File: config.mk
export PLATFORM = sky130hd
export DESIGN_NAME = qpht_ram
export DESIGN_NICKNAME = d
export VERILOG_FILES = /design/src/rtl/qpht_ram.sv
export SDC_FILE = /design/constraint.sdc
export NUM_CORES = 1
export LEC_CHECK = 0
export BUFFER_PORTS_ARGS = -buffer_cell sky130_fd_sc_hd__buf_2
export CORE_AREA = 2 2 110 112
export DETAILED_ROUTE_END_ITERATION = 8
export DIE_AREA = 0 0 112 114
export PLACE_DENSITY_LB_ADDON = 0.1
export RECOVER_POWER = 50
export SLEW_MARGIN = 20
export SYNTH_ARGS = -nofsm -noshare
export SYNTH_HDL_FRONTEND = slang
export SYNTH_SLANG_ARGS = --single-unit
File: constraint.sdc
create_clock -name clk -period 1.85 [get_ports clk]
set_input_delay 0.37 -clock clk [delete_from_list [all_inputs] [get_ports clk]]
set_output_delay 0.37 -clock clk [all_outputs]
set_load 0.1 [all_outputs]
File: src/rtl/qpht_ram.sv
// ----------------------------------------------------------------------------
// qpht_ram: generic simple dual-port RAM
// One write port, one read port, read data registered.
// ----------------------------------------------------------------------------
module qpht_ram #(
  parameter int WIDTH = 8,
  parameter int DEPTH = 16
) (
  input  logic                                     clk,
  input  logic                                     we,
  input  logic [((DEPTH > 1) ? $clog2(DEPTH) : 1)-1:0] waddr,
  input  logic [WIDTH-1:0]                         wdata,
  input  logic [((DEPTH > 1) ? $clog2(DEPTH) : 1)-1:0] raddr,
  output logic [WIDTH-1:0]                         rdata
);

  logic [WIDTH-1:0] mem [DEPTH];

  always_ff @(posedge clk) begin
    if (we) begin
      mem[waddr] <= wdata;
    end
    rdata <= mem[raddr];
  end

endmodule

# [After elaboration in Yosys (flattened, before gate mapping)]
# Memory sizes are Yosys's and may differ from the RTL's. A register that Yosys moved wholly into a read port is not among the register bits.
# Cells that the tools add are included.
[totals] register_bits=0 ram_bits=128 out_inout_bits=8 elab_cells=3 memories=1
[mem_list] name="mem" depth=16 width=8 rd=1 rd_clocked_by_memory_dff=1 write_ports=1 line_no="17" text="logic [WIDTH-1:0] mem [DEPTH];"
[op_classes] n_mux=2
[op_table] operator="$mux 1" count=2

# [Logic depth before layout (Yosys ltp)]
[logic_depth] ltp_word=2 depth_mapped=5 mapped_depth_nobuf=3

# [Least setup slack after synthesis]
# OpenSTA, ideal clock, no wires.
[synth_path] path_kind="in2reg" startpoint="input waddr[2] (netlist name)" endpoint="memory mem[0][0] (enable)" setup_time_ns=0.383 t_arrival_ns=1.480 required_time_ns=1.467 path_slack_ns=-0.013 stages=2 cell_sequence="or3b_2 nor3_1"
[synth_rtl] item="from (decl)" line_no="11" text="input logic [((DEPTH > 1) ? $clog2(DEPTH) : 1)-1:0] waddr,"
[synth_rtl] item="to (decl)" line_no="17"
# No word-level cell before the write port.

# [Worst setup path in the final report]
[layout_path] startpoint="register rdata[7], read port of mem" endpoint="output rdata[7]"
[layout_rtl] item="from (decl)" line_no="14" text="output logic [WIDTH-1:0] rdata"
# No word-level cell between the ends.

==> results.tsv <==
metric	value	unit
sequential power share	45.7	%
relative slew slack	46.63	%
Core Util, Final	53.41	%
fin. max-slew vios	0	
RSZ-0062 raised after global routing	no	
DIE AREA	0.01277	mm²
kind of critical path	flip-flop to output pin	
core area	0.01171	mm²
Global Route Usage Sum	18.05	%
initial DRC count	191	
YS warnings	0	
total number of vias	2442	
CP required	1480	ps
switching power	1.505	mW
# rows	40	
share of cells above drive strength 1	28.10	%
antenna-violating nets left	0	
worst-path fanout max	1	
largest net degree at the start of global routing	18	
initial core utilization	43.95	%
DIE WIDTH	112	µm
CP top delay family	buffers and inverters	
sequential area share after synthesis	77.78	%
Max clock buf depth	2	
clock skew	4.103	ps
initial antenna violation count	0	
setup TNS	0	ps
post-cts hold buffer count	0	
TritonCTS clock tree	yes	
dpl hpwl	6800	µm
synth-to-layout area growth	21.51	%
vias in the first global route	2600	
Tightest Hold Check Type	primary input to flip-flop	
Post-route DRC	0	
most frequent cells in the layout	edfxtp_1 (128), buf_4 (24), mux4_2 (18), clkbuf_16 (17)	
gp weighted congestion	0.6994	
cts repair resizes	0	
Worst Path Buf+Inv	1	
most common cell after layout, fill and taps aside	edfxtp_1	
fmax	0.6186	GHz
Mapped Cells	229	
Yosys reg bits	136	
top cell type's share of synthesized area	74.67	%
Final Setup Violations	0	
Worst-Margin Slew	798.9	ps
mapped cell area	0.005147	mm²
status	completed	
internal power	6.094	mW
final hold vios	0	
switching share of power	19.80	%
post-layout min period	1616	ps
CP cell instances	buf_2	
first-pass GRT wire length	16120	µm
# H-tree levels	4	
leakage	2.136	nW
DR vias/cell	5.391	
crit share post-route	87.38	%
I/O Buffers	25	
power density over cell area	1215	mW/mm²
Clock transition at path regs	50	ps
Routed WL	10480	µm
Root Driver	clkbuf_16	
WL/cell	23.13	µm
Yosys top cell by area	edfxtp_1	
slowest stage cell, crit path	buf_2	
Synth Area per Inst	22.48	µm²
# clock sinks	136	
worst path arrival time	1250	ps
max_cap viols	0	
Combinational Power Share	6.2	%
DR pass1 iterations	4	
syn nets	247	
worst skew pair latency	400	ps
top cells by area, synth	edfxtp_1 (75%), mux4_2 (7.9%), mux4_1 (7.1%)	
Worst setup SP type	flip-flop	
clock power share	48.1	%
Yosys cell types	19	
Die Ht	114	µm
Peak VDD IR	0.6946	mV
CP max stage delay	460	ps
I/O pin count	26	
total gr overflow	0	
post-layout net count	311	
setup bufs post-CTS	0	
total CTS buffers	17	
n_diodes	0	
endpoint class of the critical path	output pin	
## flip-flops by register name, indices dropped and copies added (netlist names)
| register | count |
|---|---|
| mem | 128 |
| rdata | 8 |
## Yosys cell counts (all sizes together)
| cell | n |
|---|---|
| edfxtp | 128 |
| mux4 | 32 |
| a22oi | 16 |
| nand2b | 2 |
| clkdlybuf4s25 | 3 |
| and2b | 1 |
| nand2 | 9 |
| nor2b | 1 |
| buf | 7 |
| nor3 | 4 |
| or3b | 1 |
| nor2 | 13 |
| dfxtp | 8 |
| and2 | 1 |
| nand3 | 1 |
| nand3b | 2 |
## worst reg2reg max path, cell delays in order (launching register included)
cell and delay, ps:
edfxtp_1 340, mux4_1 510, a22oi_1 320, nand2_1 80
## power by group through the flow
stage | logic (mW) | registers [mW] | clock network (mW)
floorplan | 0.175 | 3.67 | 0
global placement | 0.480 | 3.53 | 0
detailed placement | 0.484 | 3.53 | 0
CTS | 0.485 | 3.47 | 3.71
global route | 0.503 | 3.48 | 3.86
finish | 0.473 | 3.47 | 3.66
## layer usage
layer | track usage (%) | routed length, µm
met5 | 0 | 0
met3 | 4.676 | 468
met4 | 5.935 | 135
met1 | 24.71 | 4781
met2 | 28.77 | 5090
## kinds of logic (layout without fill, tap and decap cells)
group / count (synthesis) / count (layout) / share of synthesized area (%)
buf+inv: 10 / 87 / 1.677
compound gates: 16 / 16 / 2.334
simple gates: 35 / 35 / 3.184
flops: 136 / 136 / 77.78
mux: 32 / 32 / 15.02
## layout make-up
class,count,area (µm²)
Clock inverter,12,203.9
Tap cell,147,183.9
Sequential cell,136,4004
Clock buffer,20,436.7
Fill cell,936,5456
Multi-Input combinational cell,83,1062
Timing Repair Buffer,55,364.1
## per-stage QoR
stage	power, mW	cells	area [µm²]	hold slack (ps)	setup WS, ps
3_5_place_dp	4.018	421	5638	651.0	42.28
4_1_cts	7.670	453	6279	340.1	208.8
5_1_grt	7.843	453	6255	527.1	203.8
6_report	7.599	453	6255	486.4	233.5
3_3_place_gp	4.014	421	5638	645.4	30.53
2_1_floorplan	3.849	229	5152	468.9	213.9
## path summary, 6_finish.rpt
kind	startpoint	endpoint	slack (ps)	depth (start not counted)
max	rdata[7]	rdata[7]	230	1
min	wdata[3]	mem[12][3]	490	1
max reg2reg	mem[9][4]	rdata[4]	470	3
min reg2reg	mem[7][3]	rdata[3]	660	3
No activity file was read; power rests on OpenSTA's default activity.
