File: config.mk
export PLATFORM = sky130hd
export DESIGN_NAME = qpht_madd
export DESIGN_NICKNAME = d
export VERILOG_FILES = /design/src/rtl/qpht_pkg.sv /design/src/rtl/qpht_madd.sv
export SDC_FILE = /design/constraint.sdc
export NUM_CORES = 1
export LEC_CHECK = 0
export ABC_AREA = 1
export BUFFER_PORTS_ARGS = -buffer_cell sky130_fd_sc_hd__buf_2
export CAP_MARGIN = 25
export CORE_AREA = 2 2 39 41
export DETAILED_ROUTE_END_ITERATION = 12
export DIE_AREA = 0 0 41 43
export GPL_TIMING_DRIVEN = 0
export PLACE_DENSITY = 0.62
export SYNTH_ARGS = -nofsm -noshare
export SYNTH_HDL_FRONTEND = slang
export SYNTH_SLANG_ARGS = --single-unit
export TNS_END_PERCENT = 50
File: constraint.sdc
create_clock -name vclk -period 4.2
set_input_delay 0.63 -clock vclk [all_inputs]
set_output_delay 0.63 -clock vclk [all_outputs]
set_load 0.02 [all_outputs]
File: src/rtl/qpht_pkg.sv
// ----------------------------------------------------------------------------
// qpht_pkg: shared constants for the quadratic-probe hash table
// Table geometry, command and status codes, and widths derived from them.
// ----------------------------------------------------------------------------
package qpht_pkg;

  localparam int TABLE_SLOTS = 31;
  localparam int KEY_BYTES   = 8;

  localparam int SLOT_W     = (TABLE_SLOTS > 1) ? $clog2(TABLE_SLOTS) : 1;
  localparam int CNT_W      = $clog2(TABLE_SLOTS + 1);
  localparam int BYTE_CNT_W = (KEY_BYTES > 1) ? $clog2(KEY_BYTES) : 1;
  localparam int KEY_W      = 64;
  localparam int VALUE_W    = 64;

  // command codes
  localparam logic [1:0] CMD_INSERT = 2'd0;
  localparam logic [1:0] CMD_SEARCH = 2'd1;
  localparam logic [1:0] CMD_DELETE = 2'd2;

  // status codes
  localparam logic [1:0] STATUS_DONE    = 2'd0;
  localparam logic [1:0] STATUS_PRESENT = 2'd1;
  localparam logic [1:0] STATUS_FULL    = 2'd2;
  localparam logic [1:0] STATUS_MISSING = 2'd3;

  // operand pair for the shared modular adder
  typedef struct packed {
    logic [SLOT_W-1:0] a;
    logic [SLOT_W-1:0] b;
  } madd_req_t;

endpackage

File: src/rtl/qpht_madd.sv
// ----------------------------------------------------------------------------
// qpht_madd: modular adder
// Sum of two residues modulo TABLE_SLOTS with one compare and subtract.
// ----------------------------------------------------------------------------
module qpht_madd
  import qpht_pkg::*;
(
  input  madd_req_t         req,
  output logic [SLOT_W-1:0] sum
);

  logic [SLOT_W:0] raw;

  assign raw = {1'b0, req.a} + {1'b0, req.b};
  // both operands stay below the modulus, so one subtract is enough
  assign sum = (raw >= (SLOT_W + 1)'(TABLE_SLOTS))
             ? SLOT_W'(raw - (SLOT_W + 1)'(TABLE_SLOTS))
             : SLOT_W'(raw);

endmodule

* Word level (Yosys, flattened, before mapping) *
Index checks and enable logic that the tools add are counted.

word-level totals
  flip-flop bits (word level) = 0
  logic and storage cells = 4
  output and inout port bits = 5

operators by class
  mux-type cells = 1
  order comparisons = 1
  $add $sub $neg = 2

operator list
  operator                                                                              number
  5-bit by 5-bit adder with 6-bit output                                                1
  6-bit by 5-bit greater-or-equal comparator with 1-bit output (second input constant)  1
  5-bit 2-to-1 mux                                                                      1
  5-bit subtractor (second input constant)                                              1

* Depth between registers and ports, before layout *
  depth after elaboration = 3
  gate-level depth with buffers = 12
  depth with buffers taken out = 12

* Worst setup path after synthesis *
Ideal clock, no wire load.

  path kind = input to output
  from = input req[0] (netlist name)
  to = output sum[2]
  data required time = 3.570 ns
  cell stages on the path = 11
  slack = 1.414 ns
  path buffers = 0
  arrival = 2.156 ns
  cells stage by stage = ha_1 > inv_1 > fa_1 > inv_1 > ha_1 > inv_1 > nor2_4 > nand3_4 > nand2_4 > nand2_1 > nand2_1

on the way
  word-level cells in the longest chain between the ends = 3

RTL lines
  item                                                                                                     RTL line                          source
  from (decl)                                                                                              qpht_madd.sv:8                    input madd_req_t req,
  5-bit by 5-bit adder with 6-bit output (*)                                                               qpht_madd.sv:14                   assign raw = {1'b0, req.a} + {1'b0, req.b};
  5-bit subtractor / 6-bit by 5-bit greater-or-equal comparator with 1-bit output (equally long branches)  qpht_madd.sv:17, qpht_madd.sv:16
  5-bit 2-to-1 mux (*)                                                                                     qpht_madd.sv:17                   ? SLOT_W'(raw - (SLOT_W + 1)'(TABLE_SLOTS))
  to (decl)                                                                                                qpht_madd.sv:9                    output logic [SLOT_W-1:0] sum

Every way passes the cells marked *; elsewhere a longest branch is shown, timed or not.

* Worst setup path in the final report *
  from = input req[0] (netlist name)
  to = output sum[0]

Same word-level chain as after synthesis.

==> flow_results.org <==
** STA
- For the pin with the worst max-slew slack, the measured transition is 235.7 ps.
- Final count of negative-setup-slack endpoints :: 0
- The worst pin sits at a relative slew slack of 0.8429.
- Final total negative setup slack :: 0 ps
- The hold violation count in the final report was 0.
- Ratio of final minimum period to clock period :: 0.7253
- The final-report max-slew violation count was 0.
- After layout, the minimum clock period comes to 3046 ps.
- Unrepaired setup endpoints after global routing :: no
- Based on the critical path, the design can be clocked at up to 328.3 MHz.

** Place
- Detailed placement ended at an HPWL of 691.8 µm.
- In this run the tool buffered the top-level ports with 15 buffer cells.
- The congestion estimate from routability-driven global placement came to 0.7719.

** Global routing
- Grt ovf :: 0
- Total Routing Usage GR :: 0.09400
- The number of antenna violations at the first check in global routing came to 0.
- Via count of the first global-routing pass :: 356
- Wire length of the first global-routing pass :: 1.283 mm
- Entering global routing, the biggest net connects 8 pins.

** Layout
- In the final layout, flip-flops and latches occupy 0 µm².
- The layout has 164 filler cells.
- For this run, the post-layout net count is 104.
- Relative to the synthesized area, the layout overhead comes to 21.84%.
- Fraction of layout instances using a drive strength above 1 :: 0.3529
- 0 antenna diodes ended up in the layout.
- Most frequent standard cell in the layout excluding fill and tap cells :: sky130_fd_sc_hd__nand2_1
- The design has 0 sequential cells.
- The library cells used most frequently in the layout, excluding fill and tap cells, are 20 x sky130_fd_sc_hd__nand2_1, 15 x sky130_fd_sc_hd__buf_2, 14 x sky130_fd_sc_hd__inv_1.
- In the finished layout, the clock tree contains a buffer count of 0.

** Synth
- By area the synthesized netlist is led by sky130_fd_sc_hd__ha_1 17%, sky130_fd_sc_hd__nand2_1 17%, sky130_fd_sc_hd__inv_1 12%.
- Of the total synthesized cell area, the portion taken by XOR and XNOR cells is 0.
- Number of library cell types mapped by synthesis :: 16
- Of the total synthesized cell area, the portion taken by full adders, half adders and majority gates is 0.2184.
- Of the total synthesized cell area, the portion taken by AND, OR, NAND and NOR gates is 0.5805.
- Mux share of post-synthesis cell area :: 0
- Of all cell types, the one taking the most synthesized area is sky130_fd_sc_hd__ha_1.
- When the netlist entered floorplanning its net count stood at 87.
- Dominant combinational cell family by area after synthesis :: simple AND/OR/NAND/NOR gates
- The cell count after synthesis came out at 70.
- Syn avg cell area :: 6.220 µm²
- Summing every instance area after synthesis gives 435.4 µm².
- Share of Yosys cell area claimed by the top area cell type :: 0.1724
- The compound-cell area share of the yosys netlist is 0.07184.
- For this run, the number of Yosys warnings is 0.
- Share of synthesized area occupied by flip-flops and latches :: 0

** Worst setup path
- Maximum fanout encountered on the critical timing path :: 6
- STA puts the critical path data required time at 3570 ps.
- Path type of the worst setup path :: input pin to primary output
- Nature of the critical path endpoint :: primary output
- CP top delay family :: adder cells
- The largest single stage delay on the critical path is 440 ps.
- Type of origin of the critical path :: input pin
- Most numerous cell on the critical path :: sky130_fd_sc_hd__inv_1
- The critical path goes through buf_2 > ha_1 > inv_1 > fa_1 > inv_1 > ha_1 > inv_1 > nor2_4 > nand3_4 > nand2_4 > nand2_1 > nand2_1 > buf_2.
- Slowest library cell on the worst path :: sky130_fd_sc_hd__fa_1
- The number of buffers and inverters on the critical path is 5.
- STA puts the critical path data arrival time at 2420 ps.

** Floorplan
- The core region is 0.001384 mm².
- Die footprint :: 0.001763 mm²
- Floorplan row count :: 14
- In this run the horizontal extent of the chip is 41 µm.
- 15 I/O pins were placed.
- Chip Height :: 43 µm
- Initial core utilization :: 0.3146

** Clock network
- In this run, post-CTS repair resized a total of 0 instances.
- The number of setup buffers added after CTS is 0.
- CTS Hold Bufs :: 0

** Drt
- Detailed-route via count :: 459
- Count of TritonRoute iterations in the first routing pass :: 2
- The count of nets left with antenna violations once routing finished came out at 0.
- Drt first-iter violations :: 5
- Dividing the detail-routed wire length by the instance count gives 7.426 µm.
- After detailed routing, the number of remaining DRC violations is 0.
- Routed WL :: 750 µm
- Via count normalized by instance count :: 4.545

** Pwr
- The share of total power dissipated in sequential elements is 0.
- Maximum ir drop on the vdd rail :: 63.64 µV
- Power comes to 0.1033 mW.
- Pint :: 0.03883 mW
- Power spread over the standard cell area amounts to 194.8 mW/mm².
- For this design the static power due to leakage is 0.3161 nW.
- The share of total power dissipated in combinational logic is 1.000.
- Part of the total power dissipated in the clock network :: 0
- Switching Share :: 0.6243
- Switching component of the power :: 0.06452 mW

** Flow run
- Maxcap violations :: 0

** Worst hold path
- In this run the worst hold path is classified as input pin to primary output.

** Status
- Run status :: finished, final reports clean
==> path summary, 6_finish.rpt <==
kind,startpoint,cells after the start,end,slack [ps]
worst min-delay path,req[5],5,sum[0],1800
worst max-delay path,req[0],13,sum[0],1150
==> power groups by stage <==
stage / Clock, mW / Combinational (mW) / Sequential [mW]
2_1_floorplan: 0 / 0.0807 / 0
3_3_place_gp: 0 / 0.104 / 0
3_5_place_dp: 0 / 0.105 / 0
4_1_cts: 0 / 0.105 / 0
5_1_grt: 0 / 0.116 / 0
6_report: 0 / 0.103 / 0
==> synth_stat cells <==
master                     number
sky130_fd_sc_hd__a21oi_1        2
sky130_fd_sc_hd__nor2_4         1
sky130_fd_sc_hd__nand2_2        3
sky130_fd_sc_hd__fa_1           1
sky130_fd_sc_hd__nand2_1       20
sky130_fd_sc_hd__ha_1           6
sky130_fd_sc_hd__nor2_1         3
sky130_fd_sc_hd__nand3_2        3
sky130_fd_sc_hd__o211ai_2       1
sky130_fd_sc_hd__inv_1         14
sky130_fd_sc_hd__a21oi_2        1
sky130_fd_sc_hd__nand2_4        3
sky130_fd_sc_hd__inv_2          1
sky130_fd_sc_hd__nand3_4        1
sky130_fd_sc_hd__nand3_1        9
sky130_fd_sc_hd__nor3_2         1
==> metrics by stage <==
stage / util / worst slack, ps / hold WS [ps] / instance area, µm² / instances
final: 0.3834 / 1154 / 1797 / 530.5 / 101
after global routing: 0.3834 / 994.2 / 1850 / 530.5 / 101
after CTS: 0.3834 / 1125 / 1805 / 530.5 / 101
after detailed placement: 0.3834 / 1140 / 1804 / 530.5 / 101
after global placement: 0.3834 / 1136 / 1783 / 530.5 / 101
after floorplan: - / 1414 / 1626 / 435.4 / 70
==> final cells by class <==
| class | instances | area [µm²] | area share |
|---|---|---|---|
| inverter | 15 | 56.30 | 0.1061 |
| multi-input combinational | 55 | 379.1 | 0.7146 |
| timing repair buffer | 15 | 75.07 | 0.1415 |
| tap | 16 | 20.02 | 0.03774 |
==> layer usage <==
layer	GRT usage	vias to the layer above	routed length, µm
met2	0.1531	7	376
li1	-	254	-
met3	0	0	33
met1	0.1429	198	340
met5	0	-	0
met4	0	0	0
==> kinds of logic (layout without fill, tap and decap cells) <==
kind of cell    Yosys count  in the layout
compound gates            4              4
fa+ha+maj                 7              7
simple gates             44             44
buf+inv                  15             30
Note: power is estimated with default switching activity, not from simulation.
